$ cat src/design/assert_macros.svh
// assertion helpers
`ifndef ASSERT_MACROS_SVH
`define ASSERT_MACROS_SVH
`define ASSERT_IMPL(lbl, ante, cons, msg) \
  lbl: assert property (@(posedge clk) disable iff (rst) (ante) |-> (cons)) else $error(msg);
`define ASSERT_NEXT(lbl, ante, cons, msg) \
  lbl: assert property (@(posedge clk) disable iff (rst) (ante) |=> (cons)) else $error(msg);
`endif

$ cat src/design/spso_pkg.sv
package spso_pkg;
  localparam int MaxElements = 64;
  localparam int CoordWidth = 24;
  localparam int IdWidth = 16;
  localparam int ResultLimit = 63;

  localparam logic [1:0] OP_CLEAR = 2'd0;
  localparam logic [1:0] OP_LOAD = 2'd1;
  localparam logic [1:0] OP_SWEEP = 2'd2;

  localparam logic [1:0] ST_OK = 2'd0;
  localparam logic [1:0] ST_FULL = 2'd1;
  localparam logic [1:0] ST_RANGE = 2'd2;

  typedef enum logic [3:0] {
    S_IDLE, S_SHIFT_RD, S_SHIFT_CMP, S_WRITE, S_ROW_RD, S_ROW_CAP,
    S_J_RD, S_J_CAP, S_MUL, S_CMP, S_EMIT, S_OUT
  } state_t;

  typedef enum logic [2:0] {
    M_DX, M_DY, M_DZ, M_RS
  } mstep_t;
endpackage

$ cat src/design/spso_mac.sv
// shared square-and-accumulate unit: sq <= a*a registered, acc <= acc + sq, or clear
module spso_mac #(
  parameter int CoordWidth = spso_pkg::CoordWidth
) (
  input  logic                      clk,
  input  logic                      clr,
  input  logic                      en,
  input  logic [CoordWidth:0]       a,
  output logic [2*CoordWidth+3:0]   acc
);
  logic [2*CoordWidth+1:0] sq;

  always_ff @(posedge clk) begin
    sq <= a * a;
    if (clr) begin
      acc <= '0;
    end else if (en) begin
      acc <= acc + {2'b00, sq};
    end
  end
endmodule
$ cat config.mk
export PLATFORM = sky130hd
export DESIGN_NAME = spso_mac
export DESIGN_NICKNAME = d
export VERILOG_FILES = /design/src/design/assert_macros.svh /design/src/design/spso_pkg.sv /design/src/design/spso_mac.sv
export SDC_FILE = /design/constraint.sdc
export NUM_CORES = 1
export LEC_CHECK = 0
export BUFFER_PORTS_ARGS = -buffer_cell sky130_fd_sc_hd__buf_2
export CAP_MARGIN = 25
export CORE_MARGIN = 2
export CORE_UTILIZATION = 55
export CTS_CLUSTER_SIZE = 12
export DETAILED_ROUTE_END_ITERATION = 10
export PLACE_DENSITY = 0.72
export SLEW_MARGIN = 20
export SYNTH_ARGS = -nofsm -noshare
export SYNTH_HDL_FRONTEND = slang
export SYNTH_SLANG_ARGS = --single-unit
$ cat constraint.sdc
create_clock -name clk -period 10.6 [get_ports clk]
set_input_delay 3.18 -clock clk [delete_from_list [all_inputs] [get_ports clk]]
set_output_delay 3.18 -clock clk [all_outputs]
set_load 0.03 [all_outputs]
Word-level counts from Yosys, hierarchy flattened. Cells that the tools add are included.

Output and inout bits: 52. Register bits: 102.

$mul: 1. $add $sub $neg: 1.

Operators by type and width (count): $add 52x50->52 (1); $mul 25x25->50 (1).

Longest topological paths before layout.
Word-level depth: 1. Mapped depth: 29. Gate-level depth less buffers: 28.

Least setup slack after synthesis. OpenSTA, ideal clock, no wires.

Path type: input -> register. From: input a[1]. To: register sq[49]. Data arrival time: 9.673 ns. Path slack: 0.854 ns. Cell stages on the path: 27. Setup time: 0.072 ns. Required time: 10.528 ns. Path through: clkbuf_1 -> clkbuf_1 -> nand2_1 -> fa_1 -> inv_1 -> fa_1 -> inv_1 -> fa_1 -> fa_1 -> inv_1 -> fa_1 -> fa_1 -> inv_1 -> fa_1 -> inv_1 -> ha_1 -> buf_2 -> a21oi_1 -> o21ai_1 -> a31o_1 -> a21oi_1 -> a31oi_1 -> o32a_1 -> a21o_1 -> a221o_1 -> a21oi_1 -> xnor2_1.

Cells in the longest elaborated chain, start to end: 1.

Ends and longest elaborated chain: start, declared (line spso_mac.sv:8) `input logic [CoordWidth:0] a,`; $mul 25x25->50 (line spso_mac.sv:14) `sq <= a * a;`; end signal, assigned (line spso_mac.sv:14); end, declared (line spso_mac.sv:11) `logic [2*CoordWidth+1:0] sq;`.

Every way passes these cells. A chain may end at the register's enable or synchronous reset.

Worst setup path in the final report.
From: input a[12]. To: register sq[49].

The elaborated chain is that of the path after synthesis.

==> results.rst <==
.. list-table::
   :header-rows: 1

   * - Metric
     - Value
   * - Result of the run
     - finished, final reports clean
   * - # setup viols final
     - 0
   * - WL per Instance
     - 18.1 µm
   * - Global-route wire length before repair
     - 95.9 mm
   * - Peak fanout along the critical path
     - 22
   * - Post CTS Setup Buffer Count
     - 0
   * - Number of enable-type register cells in the synthesized netlist
     - 0
   * - Launch point of the worst hold path
     - acc[49]$_SDFFE_PP0P_
   * - Resized Gates After CTS
     - 0
   * - Share of the synthesized area in the top cell type
     - 39.5%
   * - Total via count after detailed routing
     - 17.4k
   * - Slew @ Worst Pin
     - 1040 ps
   * - Count of hold buffers inserted by post-cts repair
     - 0
   * - Core Region
     - 0.0422 mm²
   * - Mean area per synthesized cell
     - 8.96 µm²
   * - Number of H-tree levels
     - 3
   * - Clk Tree Root Cell
     - sky130_fd_sc_hd__clkbuf_16
   * - Sinks on the clock net
     - 101
   * - Final wirelength
     - 57.9 mm
   * - Skew final
     - 8.60 ps
   * - Final antenna-violating net count
     - 0
   * - Cell taking the most area after synthesis
     - sky130_fd_sc_hd__fa_1
   * - Final weighted congestion of routability-driven global placement
     - 0.955
   * - Setup WS pre-CTS
     - 292 ps
   * - Pin count of the biggest net entering global routing
     - 53
   * - Number of synthesis warnings
     - 0
   * - Type of element launching the critical path
     - primary input
   * - Worst Path Required
     - 10,880 ps
   * - Starting DRT DRC Count
     - 1,124
   * - Worst-path cell with the longest stage delay
     - sky130_fd_sc_hd__fa_1
   * - Max-Slew Margin vs Limit
     - 30.4%
   * - Area Overhead vs Synth
     - 4.77%
   * - Hold/Removal Path Class
     - register to register
   * - Number of library cell types mapped by synthesis
     - 87
   * - Fraction of synthesis flops using an asynchronous set or reset pin
     - 0%
   * - Fin Setup TNS
     - 0 ps
   * - Number of diodes
     - 0
   * - Detailed-route vias per instance
     - 5.44
   * - All-layer global routing usage
     - 27.2%
   * - Vias in the first global route
     - 18.9k
   * - Clock period minus worst slack
     - 10,050 ps
   * - Launch point of the critical path
     - a[12]
   * - Net count, final
     - 3,390
   * - Data arrival time at the worst-slack endpoint
     - 10,330 ps
   * - Clock transition at path regs
     - 70 ps
   * - Clock latency on the worst-skew pair
     - 350 ps
   * - Critical R2R Launch
     - acc[0]$_SDFFE_PP0P_
   * - Top post-synthesis cells by count
     - 673 x sky130_fd_sc_hd__inv_1, 467 x sky130_fd_sc_hd__fa_1, 237 x sky130_fd_sc_hd__ha_1, 236 x sky130_fd_sc_hd__nand2_1, 131 x sky130_fd_sc_hd__and2_1
   * - Share of cells above drive strength 1
     - 5.97%
   * - Post-synth design cell area
     - 0.0236 mm²
   * - IO Port Bufs
     - 79
   * - Number of hold violations in the final report
     - 0
   * - Total grt overflow
     - 0
   * - Most common flop cell mapped by yosys
     - sky130_fd_sc_hd__dfxtp_1
   * - Largest stage delay on the critical path
     - 560 ps
   * - CTS tree
     - built
   * - Effective utilization at floorplan
     - 56.0%
   * - Cell types with the largest area share after synthesis
     - sky130_fd_sc_hd__fa_1 40%, sky130_fd_sc_hd__ha_1 13%, sky130_fd_sc_hd__inv_1 11%, sky130_fd_sc_hd__dfxtp_1 8.6%, sky130_fd_sc_hd__nand2_1 3.7%
   * - Sum of net half-perimeters after detailed placement
     - 49.0 mm
   * - Sequential-to-total area share from yosys stat
     - 8.55%
   * - Number of buffers created by CTS
     - 9
   * - Total of flip-flops plus latches after synthesis
     - 101
   * - Die Ht
     - 211 µm
   * - Clock Tree Buf Depth
     - 2
   * - Cell row count
     - 75
   * - Count of unresolved DRC violations after routing
     - 0
   * - Most frequent cell on the critical path
     - sky130_fd_sc_hd__fa_1
   * - Die Outline Area
     - 0.0447 mm²
   * - Pre-Repair DR Iteration Count
     - 5
   * - Leading cell type by number of instances after synthesis
     - sky130_fd_sc_hd__inv_1
   * - Die extent in x
     - 211 µm
   * - Type of the setup path with the least slack
     - primary input to register
   * - Number of nets produced by synthesis
     - 3,372
   * - Endpoint type of the worst setup path
     - register
   * - Count of boundary I/O pins
     - 80
   * - Setup repair after global routing missed its margin
     - no
   * - Number of antenna violations at the first check in global routing
     - 0
   * - Min setup slack post-route
     - 549 ps
   * - Post-synthesis cell count
     - 2,640
   * - Post-route fraction of the period consumed by the critical path
     - 94.8%
   * - Number of pins with negative max-slew slack in the final report
     - 0
   * - Maximum frequency from static timing analysis
     - 99.5 MHz
   * - Reported max-cap violation count
     - 0
-- state kept, by name, summed over array words and instances (netlist names) --
signal and flops:
acc 52, sq 49
-- critical path, delay by kind of cell --
kind                       cells  cell delay (ps)
xor gates and xnor gates       1              130
buffers and inverters          7              770
adders and majority gates      8             3850
and+or+nand+nor                1              260
AOI/OAI and AO/OA              9             2110
-- kinds of logic after synthesis --
kind of cell | after synthesis | share of synthesized area [%]
flip-flops | 101 | 8.55
XOR/XNOR | 98 | 3.63
AO/OA/AOI/OAI | 338 | 9.51
buffers and inverters | 766 | 12.6
adder cells (fa/ha/maj) | 704 | 52.1
multiplexers | 29 | 1.23
AND/OR/NAND/NOR | 604 | 12.4
-- final timing paths --
| kind | slack [ps] | to | cells after the start |
|---|---|---|---|
| max | 550 | sq[49]$_DFF_P_ | 26 |
| min | 480 | acc[49]$_SDFFE_PP0P_ | 2 |
| max reg2reg | 7230 | acc[46]$_SDFFE_PP0P_ | 12 |
| min reg2reg | 480 | acc[49]$_SDFFE_PP0P_ | 2 |
-- routing by layer --
| metal | part of all wire (%) | global-route usage [%] | up-vias |
|---|---|---|---|
| met1 | 45 | 37.5 | 8679 |
| li1 | - | - | 8088 |
| met4 | 2.9 | 8.62 | 0 |
| met3 | 5.9 | 3.56 | 114 |
| met2 | 46 | 44.6 | 550 |
| met5 | 0 | 0 | - |
-- placed cells by master (no fill, tap or decap), types with 16 or more instances in the layout --
cell type,netlist,final
sky130_fd_sc_hd__a21o_1,60,60
sky130_fd_sc_hd__xnor2_1,59,59
sky130_fd_sc_hd__xor2_1,39,39
sky130_fd_sc_hd__mux2i_1,28,28
sky130_fd_sc_hd__nand2_1,236,236
sky130_fd_sc_hd__o21ai_1,23,23
sky130_fd_sc_hd__nor3_1,17,17
sky130_fd_sc_hd__o21ai_0,29,29
sky130_fd_sc_hd__ha_1,237,237
sky130_fd_sc_hd__and3_1,18,18
sky130_fd_sc_hd__inv_1,673,673
sky130_fd_sc_hd__a21oi_1,113,113
sky130_fd_sc_hd__nor2b_1,16,16
sky130_fd_sc_hd__nand4_1,17,17
sky130_fd_sc_hd__buf_4,1,18
sky130_fd_sc_hd__nor2_1,106,106
sky130_fd_sc_hd__buf_2,4,79
sky130_fd_sc_hd__and2_1,131,131
sky130_fd_sc_hd__nand3_1,20,20
sky130_fd_sc_hd__dfxtp_1,101,101
sky130_fd_sc_hd__fa_1,467,467
-- area by class of cell --
| class | instances | area, µm² |
|---|---|---|
| clock buffer | 11 | 253 |
| clock inverter | 5 | 81.3 |
| timing repair buffer | 98 | 558 |
| sequential | 101 | 2020 |
| fill | 3729 | 17500 |
| multi-input combinational | 1773 | 18700 |
| inverter | 675 | 2530 |
| tap | 539 | 674 |
-- metrics by stage --
step | util, % | hold WS, ps | std cells | instance area [µm²]
finish | 58.7 | 485 | 3202 | 24800
global route | 58.7 | 523 | 3202 | 24800
CTS | 58.6 | 483 | 3201 | 24700
detailed placement | 57.8 | 474 | 3185 | 24400
global placement | 57.8 | 463 | 3185 | 24400
floorplan | - | 551 | 2640 | 23600
Power is left out: the tool's default activity adds up to more than one toggle a clock period on the data nets, which glitch-free logic cannot reach.
