`src/design/assert_macros.svh`:
```
// assertion helpers
`ifndef ASSERT_MACROS_SVH
`define ASSERT_MACROS_SVH
`define ASSERT_IMPL(lbl, ante, cons, msg) \
  lbl: assert property (@(posedge clk) disable iff (rst) (ante) |-> (cons)) else $error(msg);
`define ASSERT_NEXT(lbl, ante, cons, msg) \
  lbl: assert property (@(posedge clk) disable iff (rst) (ante) |=> (cons)) else $error(msg);
`endif

```
`src/design/spso_ram.sv`:
```
module spso_ram #(
  parameter int Width = 8,
  parameter int Depth = 64
) (
  input  logic                     clk,
  input  logic                     we,
  input  logic [$clog2(Depth)-1:0] waddr,
  input  logic [Width-1:0]         wdata,
  input  logic [$clog2(Depth)-1:0] raddr,
  output logic [Width-1:0]         rdata
);
  logic [Width-1:0] mem [Depth];

  always_ff @(posedge clk) begin
    if (we) begin
      mem[waddr] <= wdata;
    end
    rdata <= mem[raddr];
  end
endmodule

```
`config.mk`:
```
export PLATFORM = sky130hd
export DESIGN_NAME = spso_ram
export DESIGN_NICKNAME = d
export VERILOG_FILES = /design/src/design/assert_macros.svh /design/src/design/spso_ram.sv
export SDC_FILE = /design/constraint.sdc
export NUM_CORES = 1
export LEC_CHECK = 0
export ABC_AREA = 1
export BUFFER_PORTS_ARGS = -buffer_cell sky130_fd_sc_hd__buf_2
export CELL_PAD_IN_SITES_DETAIL_PLACEMENT = 1
export CELL_PAD_IN_SITES_GLOBAL_PLACEMENT = 2
export CORE_UTILIZATION = 45
export CTS_BUF_LIST = sky130_fd_sc_hd__clkbuf_2
export CTS_CLUSTER_SIZE = 30
export DETAILED_ROUTE_END_ITERATION = 10
export HOLD_SLACK_MARGIN = 0.02
export PLACE_DENSITY = 0.9
export REMOVE_ABC_BUFFERS = 1
export SLEW_MARGIN = 20
export SYNTH_ARGS = -nofsm -noshare
export SYNTH_HDL_FRONTEND = slang
export SYNTH_SLANG_ARGS = --single-unit
```
`constraint.sdc`:
```
create_clock -name clk -period 2.6 [get_ports clk]
set_input_delay 0.26 -clock clk [delete_from_list [all_inputs] [get_ports clk]]
set_output_delay 0.26 -clock clk [all_outputs]
set_load 0.01 [all_outputs]
```
# After elaboration in Yosys (flattened, before gate mapping)
# Memories as Yosys holds them, arrays and structs flattened. A register that Yosys moved wholly into a read port is not among the register bits.
# Index checks and enable logic that the tools add are counted.
dict set report totals {
  regBits 0
  inputBits 22
  wordCells 3
  mem_count 1
  ram_bits 512
  out_inout_bits 8
}
dict set report classes {
  mux 2
}
# memory depth width read_ports rd_ports_with_merged_regs wr line
set memory_table {}
lappend memory_table {mem 64 8 1 1 1 spso_ram.sv:12} ;# logic [Width-1:0] mem [Depth];
# operator n
set ops {}
lappend ops {{$mux 1} 2}

# Logic depth before layout (Yosys ltp)
# Gate-level depths: netlist of the first run.
dict set report logic_depth {
  depth_word 2
  depth_mapped 12
  mapped_depth_nobuf 9
}

# Least setup slack after synthesis of the first run
# OpenSTA, ideal clock, no wires.
dict set report synth_timing {
  path_type {input port to flip-flop}
  startpoint {input port we}
  endpoint {memory mem[48][0] (enable)}
  n_path_buf 1
  slack_ns 0.574
  setup_ns 0.395
  required_time_ns 2.205
  arrival_time_ns 1.631
  path_stages 3
  cell_sequence {clkbuf_1 -> nand4_1 -> nor4_1}
}
dict set report synth_via {
  elab_chain_cells 2
}
# item line
set synth_lines {}
lappend synth_lines {{start: declaration} spso_ram.sv:6} ;# input logic we,
lappend synth_lines {{$mux 1} spso_ram.sv:15} ;# if (we) begin
lappend synth_lines {{$mux 1 (implied by the code)} spso_ram.sv:16} ;# mem[waddr] <= wdata;
lappend synth_lines {{end: declaration} spso_ram.sv:12}
# No other way between the ends.

==> flow_metrics.env, run 1 <==
export IMPL_routedWlPerCell_um=23.4
export IMPL_synth_cells=1805
export IMPL_fin_util_pct=51.8
export IMPL_antenna_found_initial=3
export IMPL_cts_sinks=520
export IMPL_synth_seq_area_share_pct=72.8
export IMPL_cts_buffer_depth=3
export IMPL_overflow=0
export IMPL_cts_tree="built"
export IMPL_skew_ps=55.0
export IMPL_violations="design-rule violations, negative setup slack"
export IMPL_final_cell_area_um2=24200
export IMPL_grt_max_degree=99
export IMPL_syn_avg_cell_area_um2=11.8
export IMPL_ff2ff_setup_slack_ps=110
export IMPL_drive_gt1_share_pct=17.2
export IMPL_via_per_inst=5.60
export IMPL_power_density_nw_per_um2=669
export IMPL_status="finished, violations left"
export IMPL_cp_required_ps=3800
export IMPL_ctsResizeCount=0
export IMPL_die_h_um=220
export IMPL_pre_cts_slack_ps=-28.6
export IMPL_vias=15300
export IMPL_end_kind="register"
export IMPL_reg2regPathDepth=10
export IMPL_seq_area_um2=15500
export IMPL_worstSkewPairLatency_ps=1250
export IMPL_timing_setup_tns_ps=-60.1
export IMPL_yosys_warnings=0
export IMPL_crit_type="primary input to register"
export IMPL_layout_area_overhead_vs_synth_pct=13.2
export IMPL_grt_use_total_pct=27.5
export IMPL_port_buffer_count=29
export IMPL_htreeDepth=4
export IMPL_cts_inserted_buffers=137
export IMPL_setup_viol=1
export IMPL_die_x_um=220
export IMPL_drc_errors=6
export IMPL_die_area_um2=48300
export IMPL_fin_crit_sh_pct=102
export IMPL_fillCellCount=5058
export IMPL_routed_wl_um=63800
export IMPL_rr_endpoint="rdata[5]"
export IMPL_syn_area_um2=21300
export IMPL_placed_area_um2=22500
export IMPL_worst_pin_slew_ps=899
export IMPL_rr_startpoint="mem[51][5]"
export IMPL_cp_max_fo=58
export IMPL_dpl_hpwl_um=37800
export IMPL_multiInputGateArea_um2=4950
export IMPL_initial_core_util_pct=45.7
export IMPL_ir_drop_v=0.000420
export IMPL_core_um2=46700
export IMPL_gp_congestion=0.819
export IMPL_hold_path_end="mem[25][4]"
export IMPL_io_pins=30
export IMPL_maxSlewHeadroom_pct=39.9
export IMPL_cap_violations=0
export IMPL_cp_start_kind="primary input"
export IMPL_ant_nets=0
export IMPL_nNetsFinal=2041
export IMPL_root_buffer="clkbuf_2"
export IMPL_clock_fmax_ghz=0.376
export IMPL_total_power_uw=16200
export IMPL_cp_arrival_ps=3860
export IMPL_grt_pass1_wl_um=96900
export IMPL_synth_seq_cells=520
export IMPL_ys_types=16
export IMPL_min_path_type="primary input to register"
export IMPL_hold_depth=2
export IMPL_cts_clk_slew_worst_paths_ps=100
export IMPL_grt_pass1_vias=16400
export IMPL_drt_initial_drc_count=1530
export IMPL_dr_pass1_iters=8
export IMPL_slew_violations=0
export IMPL_rows=79
export IMPL_cts_setup_buffers=0
export IMPL_total_leakage_power_uw=0.00916
export IMPL_period_minus_slack_ps=2660
export IMPL_min_from="wdata[4]"
export IMPL_hold_viol=0
export IMPL_worst_slack_ps=-60.1
-- cells by family (layout without fill, tap and decap cells) --
group                  after synthesis  after routing  synth area share (%)
flip-flops                         520            520                  72.8
AND/OR/NAND/NOR                   1160           1160                  23.2
other                                0              2                     0
buffers and inverters              125            440                  4.02
-- metrics by stage --
step	std cells	hold WS, ps
2_1_floorplan	1692	359
3_3_place_gp	2437	646
3_5_place_dp	2437	660
4_1_cts	2727	28.4
5_1_grt	2729	74.6
6_report	2729	131
-- worst max path at each step --
stage,start,end,slack [ps],cells past startpoint
CTS,mem[55][5],rdata[5],220,10
floorplan,raddr[1],rdata[7],-180,8
detailed placement,waddr[1],mem[17][0],-30,4
global placement,waddr[1],mem[17][0],50,4
finish,raddr[0],rdata[5],-60,14
global route,raddr[0],rdata[5],-3,14
-- worst max-delay path: stages --
cell and delay [ps]:
dlygate4sd3_1 550, clkbuf_8 250, inv_8 310, buf_12 310, nand2_1 110, nand3_1 90, nand3_1 100, nand2_1 190
nand2_1 80, nand3_1 160, nand3_1 100, dlygate4sd3_1 600, nand2_1 70, dlygate4sd3_1 560
-- layer usage --
metal  up-vias  share of wire, %  track usage [%]
li1       6860                 -                -
met1      7742                41             35.0
met2       540                49             44.7
met3       131               6.4             6.29
met4         0               3.5             13.0
met5         -                 0                0
-- timing repair --
action                                  4_1_cts  5_1_grt
endpoints found under the hold margin      1032        0
hold buffers                                 50        0
endpoints found under the setup margin        0        0
-- layout make-up --
cell class | count | share of cell area (%)
diodes | 2 | 0.0207
clock buffers | 215 | 4.45
clock inverters | 25 | 0.513
inverters | 12 | 0.228
multi-input cells | 1160 | 20.5
flip-flops and latches | 520 | 64.3
well taps | 607 | 3.14
repair buffers | 188 | 6.88
-- cells in the final DEF, fill, tap and decap left out --
| cell type | n |
|---|---|
| nor2_1 | 56 |
| clkbuf_2 | 215 |
| inv_8 | 1 |
| edfxtp_1 | 512 |
| inv_1 | 9 |
| clkinv_1 | 17 |
| dlygate4sd3_1 | 50 |
| nand2_1 | 648 |
| nand4_1 | 9 |
| clkbuf_8 | 1 |
| nand3_1 | 439 |
| buf_2 | 27 |
| inv_4 | 1 |
| bufinv_16 | 1 |
| buf_4 | 95 |
| dfxtp_1 | 8 |
| clkinvlp_4 | 1 |
| buf_12 | 15 |
| nor4_1 | 8 |
| inv_2 | 7 |
| diode_2 | 2 |
-- report_power, final --
part	switching (uW)	internal (uW)	leakage [uW]	total (uW)
Sequential	34.1	9260	0.00467	9300
Combinational	899	351	0.00353	1250
Clock	3360	2260	0.000959	5620
-- flip-flops by register name, summed over array words and instances (netlist names) --
signal and count:
mem 512, rdata 8
-- synthesized netlist by cell type --
library cell	instances	share of area [%]
buf_1	10	0.18
buf_2	37	0.87
buf_4	14	0.49
buf_6	35	1.8
buf_8	2	0.14
clkbuf_1	15	0.26
dfxtp_1	8	0.75
edfxtp_1	512	72
inv_1	10	0.18
inv_2	1	0.018
inv_6	1	0.041
nand2_1	648	11
nand3_1	439	10
nand4_1	9	0.26
nor2_1	56	0.99
nor4_1	8	0.23
Note: power is estimated with default switching activity, not from simulation.
==> inputs of run 2 (changes only) <==
--- a/config.mk
+++ b/config.mk
@@ -8,13 +8,13 @@
 export ABC_AREA = 1
 export BUFFER_PORTS_ARGS = -buffer_cell sky130_fd_sc_hd__buf_2
 export CELL_PAD_IN_SITES_DETAIL_PLACEMENT = 1
-export CELL_PAD_IN_SITES_GLOBAL_PLACEMENT = 2
-export CORE_UTILIZATION = 45
+export CELL_PAD_IN_SITES_GLOBAL_PLACEMENT = 1
+export CORE_UTILIZATION = 54
 export CTS_BUF_LIST = sky130_fd_sc_hd__clkbuf_2
 export CTS_CLUSTER_SIZE = 30
 export DETAILED_ROUTE_END_ITERATION = 10
 export HOLD_SLACK_MARGIN = 0.02
-export PLACE_DENSITY = 0.9
+export PLACE_DENSITY = 0.91
 export REMOVE_ABC_BUFFERS = 1
 export SLEW_MARGIN = 20
 export SYNTH_ARGS = -nofsm -noshare
==> flow_metrics.env, run 2 (same netlist as run 1, synthesis figures left out) <==
export IMPL_cp_start_kind="register"
export IMPL_cts_inserted_buffers=120
export IMPL_power_density_nw_per_um2=674
export IMPL_placed_area_um2=22300
export IMPL_grt_pass1_vias=17400
export IMPL_end_kind="register"
export IMPL_crit_type="register to register"
export IMPL_regMostFlops="mem"
export IMPL_io_pins=30
export IMPL_fillCellCount=4013
export IMPL_dpl_hpwl_um=39900
export IMPL_cp_max_fo=1
export IMPL_clock_fmax_ghz=0.394
export IMPL_slew_violations=0
export IMPL_rsz0062_at_grt="false"
export IMPL_cts_clk_slew_worst_paths_ps=140
export IMPL_final_cell_area_um2=23700
export IMPL_top_regs="mem (512), rdata (8)"
export IMPL_min_path_type="primary input to register"
export IMPL_drc_errors=0
export IMPL_gp_congestion=0.847
export IMPL_skew_ps=119
export IMPL_via_per_inst=6.28
export IMPL_cp_arrival_ps=3590
export IMPL_grt_pass1_wl_um=107000
export IMPL_nNetsFinal=1998
export IMPL_overflow=0
export IMPL_grt_use_total_pct=35.8
export IMPL_grt_max_degree=95
export IMPL_cts_tree="built"
export IMPL_layout_area_overhead_vs_synth_pct=10.9
export IMPL_maxSlewHeadroom_pct=33.6
export IMPL_largest_reg_flops=512
export IMPL_final_common_cell="nand2_1"
export IMPL_worst_pin_slew_ps=992
export IMPL_drt_initial_drc_count=2040
export IMPL_die_x_um=201
export IMPL_finalNonFillerCells=2585
export IMPL_cts_sinks=520
export IMPL_place_inst=2343
export IMPL_drive_gt1_share_pct=15.7
export IMPL_status="finished clean"
export IMPL_fin_crit_sh_pct=97.6
export IMPL_worstSkewPairLatency_ps=1200
export IMPL_antenna_found_initial=3
export IMPL_die_h_um=201
export IMPL_cp_required_ps=3650
export IMPL_htreeDepth=3
export IMPL_port_buffer_count=29
export IMPL_setup_viol=0
export IMPL_initial_core_util_pct=55.0
export IMPL_dr_pass1_iters=5
export IMPL_vias=16200
export IMPL_cap_violations=0
export IMPL_final_cell_mix="nand2_1, edfxtp_1, nand3_1, clkbuf_2, buf_4"
export IMPL_period_minus_slack_ps=2540
export IMPL_total_leakage_power_uw=0.00892
export IMPL_hold_depth=2
export IMPL_hold_viol=0
export IMPL_cts_buffer_depth=3
export IMPL_ant_nets=0
export IMPL_ir_drop_v=0.000351
export IMPL_core_um2=38800
export IMPL_reg2regPathDepth=10
export IMPL_root_buffer="clkbuf_2"
export IMPL_rows=72
export IMPL_routed_wl_um=70600
export IMPL_die_area_um2=40300
export IMPL_routedWlPerCell_um=27.3
==> run 2: final cells by class <==
class | count | area [um^2] | share of cell area [%]
diodes | 2 | 5.00 | 0.0212
clock buffers | 184 | 921 | 3.89
clock inverters | 27 | 129 | 0.545
inverters | 12 | 55.1 | 0.233
multi-input cells | 1160 | 4950 | 20.9
flip-flops and latches | 520 | 15500 | 65.7
well taps | 518 | 648 | 2.74
repair buffers | 162 | 1420 | 5.99
==> run 2: stage by stage <==
stage | worst slack [ps] | utilization, % | hold slack [ps] | TNS, ps | total power [uW]
global placement | 633 | 57.4 | 499 | 0 | 10500
finish | 61.7 | 60.9 | 114 | 0 | 16000
CTS | 85.6 | 60.8 | 46.6 | 0 | 15800
detailed placement | 484 | 57.4 | 513 | 0 | 10600
global route | 37.1 | 60.9 | 97.7 | 0 | 16400
floorplan | -177 | - | 359 | -1350 | 9950
==> run 2: worst paths after layout <==
| path | from | end | slack (ps) |
|---|---|---|---|
| max | mem[35][6] | rdata[6] | 60 |
| min | wdata[5] | mem[54][5] | 110 |
| max reg2reg | mem[35][6] | rdata[6] | 60 |
| min reg2reg | mem[44][5] | rdata[5] | 920 |
==> run 2: what timing repair did <==
item	4_1_cts	5_1_grt
resized for setup	0	6
hold buffers	29	0
endpoints found under the setup margin	0	2
endpoints found under the hold margin	686	0
buffers inserted	0	0
==> run 2: metal layers <==
layer  GRT usage, %  vias to the layer above  share of wire [%]
li1               -                     6751                  -
met1           43.0                     7983                 35
met2           58.5                     1140                 48
met3           7.94                      351                9.7
met4           23.3                        2                6.7
met5              0                        -              0.014
==> run 2: critical path, stage by stage (launching register included) <==
cell	delay, ps
edfxtp_1	430
nand2_1	110
nand3_1	140
nand3_1	150
nand2_1	60
nand2_1	60
nand3_1	180
nand3_1	160
dlygate4sd3_1	580
nand2_1	60
dlygate4sd3_1	560
==> run 2: power breakdown <==
part	internal (uW)	total, uW	switching, uW
combinational	324	1260	934
sequential	9260	9300	38.8
clock	1950	5390	3440
